**config.mk**
```make
export PLATFORM = sky130hd
export DESIGN_NAME = ethernet_frame_rx_filter
export DESIGN_NICKNAME = d
export VERILOG_FILES = /design/src/hdl/erf_pkg.sv /design/src/hdl/ethernet_frame_rx_filter.sv /design/src/hdl/erf_front.sv /design/src/hdl/erf_fifo.sv /design/src/hdl/erf_back.sv
export SDC_FILE = /design/constraint.sdc
export NUM_CORES = 1
export LEC_CHECK = 0
export BUFFER_PORTS_ARGS = -buffer_cell sky130_fd_sc_hd__buf_4
export CORE_ASPECT_RATIO = 1.75
export CORE_MARGIN = 2
export CORE_UTILIZATION = 33
export CTS_CLUSTER_DIAMETER = 200
export DETAILED_ROUTE_END_ITERATION = 12
export PLACE_DENSITY_LB_ADDON = 0.05
export RECOVER_POWER = 50
export SETUP_SLACK_MARGIN = 0.1
export SLEW_MARGIN = 5
export SYNTH_ARGS = -nofsm -noshare
export SYNTH_HDL_FRONTEND = slang
export SYNTH_SLANG_ARGS = --single-unit
```
**constraint.sdc**
```tcl
create_clock -name clk_i -period 15.3 [get_ports clk_i]
set_input_delay 1.53 -clock clk_i [delete_from_list [all_inputs] [get_ports clk_i]]
set_output_delay 1.53 -clock clk_i [all_outputs]
set_load 0.01 [all_outputs]
```
**src/hdl/erf_pkg.sv**
```systemverilog
// Shared types, constants and functions for the Ethernet receive filter.
// No dependencies; imported by every module of the block.
package erf_pkg;

  localparam int unsigned CountWidth      = 16;
  localparam int unsigned MacWidth        = 48;
  localparam int unsigned CrcWidth        = 32;
  localparam int unsigned DefMaxFrameBytes = 65535;
  localparam int unsigned HdrBytes        = 14;
  localparam int unsigned MinFrame        = 18;
  localparam int unsigned QueueDepth      = 4;
  localparam int unsigned OutDataWidth    = 72;

  localparam logic [CrcWidth-1:0] CrcPoly = 32'hEDB8_8320;
  localparam logic [CrcWidth-1:0] CrcInit = 32'hFFFF_FFFF;
  localparam logic [7:0]          BcastByte = 8'hFF;

  typedef enum logic [1:0] {
    VERDICT_OK       = 2'd0,
    VERDICT_NOT_ADDR = 2'd1,
    VERDICT_CRC_ERR  = 2'd2,
    VERDICT_SHORT    = 2'd3
  } verdict_e;

  typedef enum logic [2:0] {
    PROTO_OTHER = 3'd0,
    PROTO_IPV4  = 3'd1,
    PROTO_ARP   = 3'd2,
    PROTO_RARP  = 3'd3,
    PROTO_SNMP  = 3'd4,
    PROTO_IPX   = 3'd5,
    PROTO_IPV6  = 3'd6,
    PROTO_PPP   = 3'd7
  } proto_e;

  localparam logic [15:0] EtypeIpv4 = 16'h0800;
  localparam logic [15:0] EtypeArp  = 16'h0806;
  localparam logic [15:0] EtypeRarp = 16'h8035;
  localparam logic [15:0] EtypeSnmp = 16'h814C;
  localparam logic [15:0] EtypeIpx  = 16'h8137;
  localparam logic [15:0] EtypeIpv6 = 16'h86DD;
  localparam logic [15:0] EtypePpp  = 16'h880B;

  // End-of-frame summary handed from the front end to the back end.
  typedef struct packed {
    logic                  bcast;
    logic                  local_hit;
    logic [CountWidth-1:0] length;
    logic [15:0]           etype;
    logic [CrcWidth-1:0]   crc;
    logic [CrcWidth-1:0]   fcs;
  } frame_rec_t;

  // One byte of the reflected CRC-32, bit-serial form unrolled.
  function automatic logic [CrcWidth-1:0] crc_byte(logic [CrcWidth-1:0] crc,
                                                   logic [7:0] b);
    logic [CrcWidth-1:0] x;
    x = {24'h0, crc[7:0] ^ b};
    for (int k = 0; k < 8; k++) begin
      x = x[0] ? ((x >> 1) ^ CrcPoly) : (x >> 1);
    end
    return (crc >> 8) ^ x;
  endfunction

  function automatic proto_e classify(logic [15:0] t);
    proto_e p;
    unique case (t)
      EtypeIpv4: p = PROTO_IPV4;
      EtypeArp:  p = PROTO_ARP;
      EtypeRarp: p = PROTO_RARP;
      EtypeSnmp: p = PROTO_SNMP;
      EtypeIpx:  p = PROTO_IPX;
      EtypeIpv6: p = PROTO_IPV6;
      EtypePpp:  p = PROTO_PPP;
      default:   p = PROTO_OTHER;
    endcase
    return p;
  endfunction

endpackage

```
**src/hdl/ethernet_frame_rx_filter.sv**
```systemverilog
// Top level of the Ethernet receive filter with CRC-32 check.
// Depends on erf_pkg, erf_front, erf_fifo and erf_back.
//
// Usage:
//   s_axis: one frame byte per beat in tdata[7:0], tlast on the final byte.
//   m_axis: one result beat per frame, issued for the tlast beat.
//   cfg:    writes the 48-bit station MAC (first wire byte in bits 47:40);
//           always ready, takes effect for address bytes after the write.
// Throughput: one byte per cycle while the record queue has room; the CRC byte
//   update is a combinational xor network in the front end.
// Result path: the tlast beat writes its record into the queue, and the back
//   end output register then raises m_axis_tvalid_o.
// Stalls: results wait in a four-entry record queue and the output
//   register; bytes keep flowing while the queue has room. When it fills
//   (frames much shorter than the downstream drain), s_axis_tready_o drops.
// Reset: async, active low. Per-frame state returns to its idle values,
//   the queue empties, no result is pending and the MAC reads zero.
// Short frames (under 18 bytes) report verdict too short; frame length
//   saturates at MAX_FRAME_BYTES while CRC and FCS tracking keep running.
module ethernet_frame_rx_filter import erf_pkg::*; #(
  parameter int unsigned MAX_FRAME_BYTES = DefMaxFrameBytes
) (
  input  logic                    clk_i,
  input  logic                    rst_ni,
  // byte_value[7:0]
  input  logic [7:0]              s_axis_tdata_i,
  input  logic                    s_axis_tlast_i,
  input  logic                    s_axis_tvalid_i,
  output logic                    s_axis_tready_o,
  // verdict[1:0] is_broadcast[2] ethertype[18:3] proto_class[21:19]
  // frame_length[37:22] computed_crc[69:38], zero fill [71:70]
  output logic [OutDataWidth-1:0] m_axis_tdata_o,
  output logic                    m_axis_tvalid_o,
  input  logic                    m_axis_tready_i,
  input  logic                    cfg_valid_i,
  output logic                    cfg_ready_o,
  input  logic [MacWidth-1:0]     cfg_data_i
);

  logic [MacWidth-1:0] local_mac_q;
  logic                q_ready, q_push, q_valid, q_pop;
  frame_rec_t          push_rec, head_rec;

  // Station address register; the config channel never stalls.
  assign cfg_ready_o = 1'b1;

  always_ff @(posedge clk_i or negedge rst_ni) begin
    if (!rst_ni) begin
      local_mac_q <= '0;
    end else if (cfg_valid_i) begin
      local_mac_q <= cfg_data_i;
    end
  end

  erf_front #(
    .MAX_FRAME_BYTES (MAX_FRAME_BYTES)
  ) u_front (
    .clk_i       (clk_i),
    .rst_ni      (rst_ni),
    .local_mac_i (local_mac_q),
    .in_valid_i  (s_axis_tvalid_i),
    .in_ready_o  (s_axis_tready_o),
    .in_byte_i   (s_axis_tdata_i),
    .in_last_i   (s_axis_tlast_i),
    .q_ready_i   (q_ready),
    .push_o      (q_push),
    .rec_o       (push_rec)
  );

  erf_fifo #(
    .DEPTH (QueueDepth)
  ) u_fifo (
    .clk_i   (clk_i),
    .rst_ni  (rst_ni),
    .push_i  (q_push),
    .wdata_i (push_rec),
    .ready_o (q_ready),
    .pop_i   (q_pop),
    .valid_o (q_valid),
    .rdata_o (head_rec)
  );

  erf_back u_back (
    .clk_i       (clk_i),
    .rst_ni      (rst_ni),
    .q_valid_i   (q_valid),
    .q_rec_i     (head_rec),
    .q_pop_o     (q_pop),
    .out_valid_o (m_axis_tvalid_o),
    .out_ready_i (m_axis_tready_i),
    .out_data_o  (m_axis_tdata_o)
  );

endmodule

```
**src/hdl/erf_front.sv**
```systemverilog
// Front end: takes frame bytes, tracks address match, ethertype, CRC and FCS.
// Depends on erf_pkg; pushes one frame_rec_t per frame into the queue.
module erf_front import erf_pkg::*; #(
  parameter int unsigned MAX_FRAME_BYTES = DefMaxFrameBytes
) (
  input  logic                  clk_i,
  input  logic                  rst_ni,
  input  logic [MacWidth-1:0]   local_mac_i,
  input  logic                  in_valid_i,
  output logic                  in_ready_o,
  input  logic [7:0]            in_byte_i,
  input  logic                  in_last_i,
  input  logic                  q_ready_i,
  output logic                  push_o,
  output frame_rec_t            rec_o
);

  localparam logic [CountWidth-1:0] MaxCount = CountWidth'(MAX_FRAME_BYTES);

  logic [CountWidth-1:0] cnt_q, cnt_d;
  logic                  bcast_q, bcast_d;
  logic                  local_q, local_d;
  logic [CrcWidth-1:0]   crc_q, crc_d;
  logic [7:0]            tail_q [4];
  logic [15:0]           type_q, type_d;
  logic [7:0]            mac_byte;
  logic                  accept;

  assign in_ready_o = q_ready_i;
  assign accept     = in_valid_i && q_ready_i;

  // Address byte expected at this position, first wire byte in the MSBs.
  always_comb begin
    unique case (cnt_q[2:0])
      3'd0:    mac_byte = local_mac_i[47:40];
      3'd1:    mac_byte = local_mac_i[39:32];
      3'd2:    mac_byte = local_mac_i[31:24];
      3'd3:    mac_byte = local_mac_i[23:16];
      3'd4:    mac_byte = local_mac_i[15:8];
      default: mac_byte = local_mac_i[7:0];
    endcase
  end

  always_comb begin
    bcast_d = bcast_q;
    local_d = local_q;
    type_d  = type_q;
    crc_d   = crc_q;
    if (cnt_q < CountWidth'(6)) begin
      if (in_byte_i != BcastByte) bcast_d = 1'b0;
      if (in_byte_i != mac_byte)  local_d = 1'b0;
    end else if (cnt_q == CountWidth'(12)) begin
      type_d = {in_byte_i, type_q[7:0]};
    end else if (cnt_q == CountWidth'(13)) begin
      type_d = {type_q[15:8], in_byte_i};
    end
    // The byte leaving the delay line is payload once past header + FCS depth.
    if (cnt_q >= CountWidth'(HdrBytes + 4)) crc_d = crc_byte(crc_q, tail_q[0]);
    cnt_d = (cnt_q < MaxCount) ? cnt_q + CountWidth'(1) : cnt_q;
  end

  assign push_o          = accept && in_last_i;
  assign rec_o.bcast     = bcast_d;
  assign rec_o.local_hit = local_d;
  assign rec_o.length    = cnt_d;
  assign rec_o.etype     = type_d;
  assign rec_o.crc       = crc_d ^ CrcInit;
  assign rec_o.fcs       = {in_byte_i, tail_q[3], tail_q[2], tail_q[1]};

  always_ff @(posedge clk_i or negedge rst_ni) begin
    if (!rst_ni) begin
      cnt_q   <= '0;
      bcast_q <= 1'b1;
      local_q <= 1'b1;
      crc_q   <= CrcInit;
      type_q  <= '0;
      for (int i = 0; i < 4; i++) tail_q[i] <= '0;
    end else if (accept) begin
      if (in_last_i) begin
        cnt_q   <= '0;
        bcast_q <= 1'b1;
        local_q <= 1'b1;
        crc_q   <= CrcInit;
        type_q  <= '0;
        for (int i = 0; i < 4; i++) tail_q[i] <= '0;
      end else begin
        cnt_q   <= cnt_d;
        bcast_q <= bcast_d;
        local_q <= local_d;
        crc_q   <= crc_d;
        type_q  <= type_d;
        tail_q[0] <= tail_q[1];
        tail_q[1] <= tail_q[2];
        tail_q[2] <= tail_q[3];
        tail_q[3] <= in_byte_i;
      end
    end
  end

endmodule

```
**src/hdl/erf_fifo.sv**
```systemverilog
// Small record queue between the front end and the back end.
// Depends on erf_pkg for frame_rec_t and QueueDepth.
module erf_fifo import erf_pkg::*; #(
  parameter int unsigned DEPTH = QueueDepth
) (
  input  logic       clk_i,
  input  logic       rst_ni,
  input  logic       push_i,
  input  frame_rec_t wdata_i,
  output logic       ready_o,
  input  logic       pop_i,
  output logic       valid_o,
  output frame_rec_t rdata_o
);

  localparam int unsigned PtrW = (DEPTH > 1) ? $clog2(DEPTH) : 1;
  localparam int unsigned CntW = $clog2(DEPTH + 1);

  frame_rec_t          mem_q [DEPTH];
  logic [PtrW-1:0]     wptr_q, rptr_q;
  logic [CntW-1:0]     cnt_q;
  logic                do_push, do_pop;

  assign ready_o = (cnt_q != CntW'(DEPTH));
  assign valid_o = (cnt_q != '0);
  assign rdata_o = mem_q[rptr_q];
  assign do_push = push_i && ready_o;
  assign do_pop  = pop_i && valid_o;

  always_ff @(posedge clk_i) begin
    if (do_push) mem_q[wptr_q] <= wdata_i;
  end

  always_ff @(posedge clk_i or negedge rst_ni) begin
    if (!rst_ni) begin
      wptr_q <= '0;
      rptr_q <= '0;
      cnt_q  <= '0;
    end else begin
      if (do_push) begin
        wptr_q <= (wptr_q == PtrW'(DEPTH - 1)) ? '0 : wptr_q + PtrW'(1);
      end
      if (do_pop) begin
        rptr_q <= (rptr_q == PtrW'(DEPTH - 1)) ? '0 : rptr_q + PtrW'(1);
      end
      if (do_push && !do_pop)      cnt_q <= cnt_q + CntW'(1);
      else if (do_pop && !do_push) cnt_q <= cnt_q - CntW'(1);
    end
  end

endmodule

```
**src/hdl/erf_back.sv**
```systemverilog
// Back end: turns a queued frame record into a verdict and registers it.
// Depends on erf_pkg; drives the result stream.
module erf_back import erf_pkg::*; (
  input  logic                    clk_i,
  input  logic                    rst_ni,
  input  logic                    q_valid_i,
  input  frame_rec_t              q_rec_i,
  output logic                    q_pop_o,
  output logic                    out_valid_o,
  input  logic                    out_ready_i,
  output logic [OutDataWidth-1:0] out_data_o
);

  logic                    valid_q;
  logic [OutDataWidth-1:0] data_q, data_d;
  verdict_e                verdict;
  proto_e                  proto;

  always_comb begin
    if (q_rec_i.length < CountWidth'(MinFrame))       verdict = VERDICT_SHORT;
    else if (!q_rec_i.bcast && !q_rec_i.local_hit)    verdict = VERDICT_NOT_ADDR;
    else if (q_rec_i.crc != q_rec_i.fcs)              verdict = VERDICT_CRC_ERR;
    else                                              verdict = VERDICT_OK;
    proto = classify(q_rec_i.etype);
  end

  // verdict[1:0] bcast[2] etype[18:3] proto[21:19] length[37:22] crc[69:38]
  assign data_d = {2'b00, q_rec_i.crc, q_rec_i.length, proto, q_rec_i.etype,
                   q_rec_i.bcast, verdict};

  assign q_pop_o     = q_valid_i && (!valid_q || out_ready_i);
  assign out_valid_o = valid_q;
  assign out_data_o  = data_q;

  always_ff @(posedge clk_i) begin
    if (q_pop_o) data_q <= data_d;
  end

  always_ff @(posedge clk_i or negedge rst_ni) begin
    if (!rst_ni) begin
      valid_q <= 1'b0;
    end else if (q_pop_o) begin
      valid_q <= 1'b1;
    end else if (out_ready_i) begin
      valid_q <= 1'b0;
    end
  end

endmodule
```
=== Yosys cells after proc, flatten, opt, wreduce, memory -nomap -nowiden ===
Memory sizes are Yosys's and may differ from the RTL's.
Index checks and enable logic that the tools add are counted.

* Register bits: 224
* RAM bits: 392
* Input bits: 62
* Output and inout port bits: 75
* Word-level logic and storage cells: 111
* Memories kept: 1

* $add $sub $neg: 5
* Order comparisons: 4
* Equal/unequal tests: 19
* Muxes and demuxes: 35
* Bitwise logic cells: 11
* Reduce and logical (&&, ||, !) cells: 19

{| class="wikitable"
|+ Memory list
! memory !! words !! width !! read ports !! clocked after Yosys merged registers in !! write ports !! RTL line !! RTL
|-
| u_fifo.mem_q || 4 || 98 || 1 || 0 || 1 || erf_fifo.sv:19 || <nowiki>frame_rec_t mem_q [DEPTH];</nowiki>
|}

{| class="wikitable"
|+ Operators by type and width
! kind !! count
|-
| $mux W32 || 11
|-
| $not A13 Y14 || 7
|-
| $eq A16 B16 Y1 const B || 5
|-
| $mux W16 || 5
|-
| $pmux W8 S5 || 1
|-
| $eq A16 B12 Y1 const B || 2
|-
| $eq A16 B4 Y1 const B || 2
|-
| $ne A32 B32 Y1 || 1
|-
| $not A32 Y32 || 1
|-
| $xor A24 B32 Y32 || 1
|-
| $pmux W3 S7 || 1
|-
| $add A16 B1 Y16 const B || 1
|-
| $ge A16 B5 Y1 const B || 1
|-
| $lt A16 B16 Y1 const B || 1
|-
| $lt A16 B3 Y1 const B || 1
|-
| $lt A16 B5 Y1 const B || 1
|-
| $not A1 Y14 || 1
|-
| $mux W1 || 10
|-
| $logic_and A1 B1 Y1 || 8
|-
| $mux W2 || 4
|-
| $mux W8 || 1
|-
| $ne A8 B8 Y1 || 1
|-
| $ne A8 B8 Y1 const B || 1
|-
| $xor A8 B8 Y8 || 1
|-
| other kinds (15) || 24
|}

=== Longest topological paths before layout ===
* Word-level depth: 20
* Mapped depth: 12
* Mapped depth without buffers: 10

=== Hierarchy ===
From an unflattened synthesis, not the netlist that was laid out.

* Cell total of the unflattened synthesis: 1573
* Area, all modules: 25703.4 µm²

{| class="wikitable"
|+ By module, submodules not included
! module !! times used !! cells an instance !! area each (µm²) !! seq. area each (µm²)
|-
| erf_fifo || 1 || 548 || 14525.2 || 11946.5
|-
| erf_front || 1 || 761 || 6535.0 || 2494.9
|-
| erf_back || 1 || 161 || 2771.4 || 2127.0
|-
| ethernet_frame_rx_filter || 1 || 103 || 1871.8 || 1201.2
|}

=== Worst setup path before layout ===
No wires, ideal clock.

* Path type: input -> register
* From: input port m_axis_tready_i
* To: register u_fifo.cnt_q[1]
* Library setup time: 0.125 ns
* Arrival: 6.363 ns
* Data required time: 15.175 ns
* Path slack: 8.812 ns
* Stages: 7
* Path buffers: 0
* Cells stage by stage: inv_1 -> a21oi_1 -> inv_1 -> ha_1 -> inv_1 -> fa_1 -> mux2_2

* Longest elaborated chain between the ends: 6
* Elaborated cells between the ends (all ways): 8
* Classes of those cells: 1 x mux; 7 x reduce/logical

{| class="wikitable"
|+ RTL lines
! what !! RTL line !! RTL
|-
| start, declared || ethernet_frame_rx_filter.sv:34 || <nowiki>input logic m_axis_tready_i,</nowiki>
|-
| $logic_or A1 B1 Y1 * || erf_back.sv:31 || <nowiki>assign q_pop_o = q_valid_i && (!valid_q || out_ready_i);</nowiki>
|-
| $logic_and A1 B1 Y1 * || erf_back.sv:31 ||
|-
| via q_pop || ethernet_frame_rx_filter.sv:41 || <nowiki>logic q_ready, q_push, q_valid, q_pop;</nowiki>
|-
| $logic_and A1 B1 Y1 * || erf_fifo.sv:28 || <nowiki>assign do_pop = pop_i && valid_o;</nowiki>
|-
| $logic_not A1 Y1 || erf_fifo.sv:46 || <nowiki>if (do_push && !do_pop) cnt_q <= cnt_q + CntW'(1);</nowiki>
|-
| $logic_and A1 B1 Y1 || erf_fifo.sv:46 ||
|-
| $mux W3 or $reduce_bool A2 Y1 (tied branches) || n/a ||
|-
| end signal, assigned || erf_fifo.sv:46 ||
|-
| end signal, assigned || erf_fifo.sv:47 || <nowiki>else if (do_pop && !do_push) cnt_q <= cnt_q - CntW'(1);</nowiki>
|-
| end, declared || erf_fifo.sv:21 || <nowiki>logic [CntW-1:0] cnt_q;</nowiki>
|}

The timed path passes the listed nets; every way through them passes the cells marked *.
A chain may end at the register's enable or synchronous reset.

==> results.cfg <==
[outcome]
status = finished, violations left
violations = max-capacitance violations, max-slew violations

[detailed_routing]
post-route-drc-count = 0
ant_nets = 0
wl_um = 66290
vias = 13170
dr.pass1.iters = 5
drtIter0Drc = 693
route.detailed.wl_per_inst_um = 24.61
via_per_inst = 4.890

[power_and_ir_drop]
total_power_w = 0.005149
p_comb_frac = 0.243
switching_power_w = 0.001557
power.leakage_nw = 10.11
ir_drop_uv = 88.46
p_seq_frac = 0.443
p_per_area_mw_per_mm2 = 177.6
swShare = 0.3025
p_int_w = 0.003591
pwr-share-clk = 0.314

[setup_path]
critPathSlowestCell = clkbuf_1
crit_top_cell = clkbuf_1
critPathMaxStageDelay_ns = 2.55
crit_path_max_fanout = 57
worstReg2RegStart = u_fifo.rptr_q[1]
endpoint_kind = async pin
path_cells = clkbuf_1, clkbuf_1, buf_4
crit_path_start = rst_ni
critical_path_class = primary input to async pin
cp_num_buf_inv = 3
cp.arrival_ns = 7.11
start_kind = primary input
worst_ep_required_time_ns = 15.99
cp_top_family = buffers and inverters

[clocking]
clock_latency_ns = 0.64
numCtsBuffers = 59
holdBufCountCts = 0
cts_max_level = 2
cts_tree = built
post_cts_buffers = 0
cts.sinks = 616
ctsLongestPathBuffers = 3
post_cts_resized = 0
clk_pin_slew_ns = 0.06
cts_root_buf = clkbuf_16

[yosys]
synth_flop_cell = edfxtp_1
yosysWarnings = 0
synth_top_cell_area_share = 0.5529
synth_edf_count = 462
async_flop_share = 0.2500
synth_cell_types = 65
synthCells = 1491
yosysMostFrequentCell = edfxtp_1
synth_seq_area_share = 0.7082
ys_seq_elements = 616
ys_top_cells_by_count = edfxtp_1 (462), nand2_1 (137), dfrtp_1 (120), mux4_2 (93), o21ai_0 (75)
netlist_top_cells_area = edfxtp_1 (55%), dfrtp_1 (12%), mux4_2 (8.3%)
yosys.area.top_type = edfxtp_1
synth_area_per_cell_um2 = 16.83
synth_area_mm2 = 0.02509

[global_routing]
grt_max_degree = 65
overflow = 0
track_usage = 0.1726
antenna_found_initial = 1
grt_first_pass_wirelength_um = 97220
grt_pass1_vias = 14060

[sta]
final-hold-violation-count = 0
totalNegativeSetupSlack_ns = 0
hold_ws_ns = 0.4758
period_needed_ns = 6.423
tightestPinTransition_ns = 3.498
setup_viol = 0
clock.fmax_mhz = 155.7
rsz0062_at_grt = false
fin_ws_ns = 8.877
finalClockSkew_ns = 0.01380
relSlewSlack = -1.332
final.period_utilization = 0.4198
slew_viol_final = 539

[finish]
syn_to_final_growth_pct = 15.51
final_util = 0.3853
nets = 1705
drive_gt1_frac = 0.2225

[placed_design]
gp_congestion = 0.7685
port_buffers = 133
pre_cts_ws_ns = 10.79
dp_hpwl_um = 42970

[flow_run]
drv_cap = 13

[floorplan]
core_mm2 = 0.07522
start_util = 0.3336
pin_count = 137
rows = 133
die_h_um = 368.8
die_area_mm2 = 0.07834
chipWidth_um = 212.4

[worst_hold_path]
min_path_type = register to register
worstHoldStart = u_front.type_q[4]
[worst min-delay path, delay by kind of cell (launching register included)]
| family | cells | cell delay, ns |
|---|---|---|
| DFF | 1 | 0.34 |
| and+or+nand+nor | 1 | 0.04 |
| AOI/OAI and AO/OA | 1 | 0.06 |
[state kept, by name, indices dropped and copies added, names as in the netlist]
name,cells
u_fifo.mem_q,392
u_back.out_data_o,70
local_mac_q,48
u_front.crc_q,32
u_front.rec_o,24
u_front.cnt_q,16
u_front.type_q,16
u_front.tail_q,8
u_fifo.cnt_q,3
u_fifo.rptr_q,2
u_fifo.wptr_q,2
u_back.out_valid_o,1
u_front.bcast_q,1
u_front.local_q,1
[area by class of cell]
cell class | instances | area [µm²]
Fill cell | 7079 | 46230
Sequential cell | 616 | 17770
Multi-Input combinational cell | 789 | 6917
Clock buffer | 67 | 1536
Tap cell | 1012 | 1266
Timing Repair Buffer | 153 | 853.3
Clock inverter | 44 | 593.1
Inverter | 12 | 45.04
Antenna cell | 1 | 2.502
[stage by stage]
stage	instance area, µm²	cells
after floorplan	25100	1492
after CTS	29310	2693
after global placement	27180	2582
after global routing	28980	2693
final	28980	2694
after detailed placement	27180	2582
[cells by family (layout without fill, tap and decap cells)]
logic type | Yosys count | after routing | synth area share
flops | 616 | 616 | 0.7082
simple gates | 285 | 285 | 0.05131
compound gates | 188 | 188 | 0.04448
mux | 177 | 177 | 0.1236
xor+xnor | 124 | 124 | 0.04807
buf+inv | 87 | 276 | 0.01775
fa+ha+maj | 12 | 12 | 0.006283
other cells | 2 | 4 | 0.0002993
[worst paths after layout]
kind / cells past startpoint / endpoint / slack (ns)
min in group asynchronous: 1 / local_mac_q[43] / 1.85
max reg2reg: 7 / u_back.out_data_o[1] / 9.83
max: 3 / u_front.rec_o[0] / 8.88
min: 2 / u_front.type_q[4] / 0.48
max in group clk_i: 6 / u_fifo.rptr_q[1] / 9.61
min reg2reg: 2 / u_front.type_q[4] / 0.48
[power groups by stage]
stage / sequential (W) / clock (W) / combinational [W]
global placement: 0.00232 / 0 / 0.00134
global route: 0.00231 / 0.00173 / 0.00138
finish: 0.00228 / 0.00162 / 0.00125
CTS: 0.00229 / 0.00167 / 0.00135
floorplan: 0.00227 / 0 / 0.000859
detailed placement: 0.00233 / 0 / 0.00134
[routing by layer]
layer / global-route usage / routed length [µm] / part of all wire
met1: 0.2082 / 26710 / 0.40
met2: 0.3176 / 35640 / 0.54
met3: 0.02374 / 2257 / 0.034
met4: 0.04976 / 1684 / 0.025
met5: 0 / 0 / 0
[placed cells by master (no fill, tap or decap), drive strengths merged, types with 24 or more instances in the layout]
cell	n
clkinv	24
a21oi	55
dfrtp	120
edfxtp	462
nand2	137
clkbuf	150
mux2	68
mux4	98
nor2	69
xnor2	56
buf	70
xor2	68
o21ai	79
dfstp	34
No activity file was read; power rests on OpenSTA's default activity.
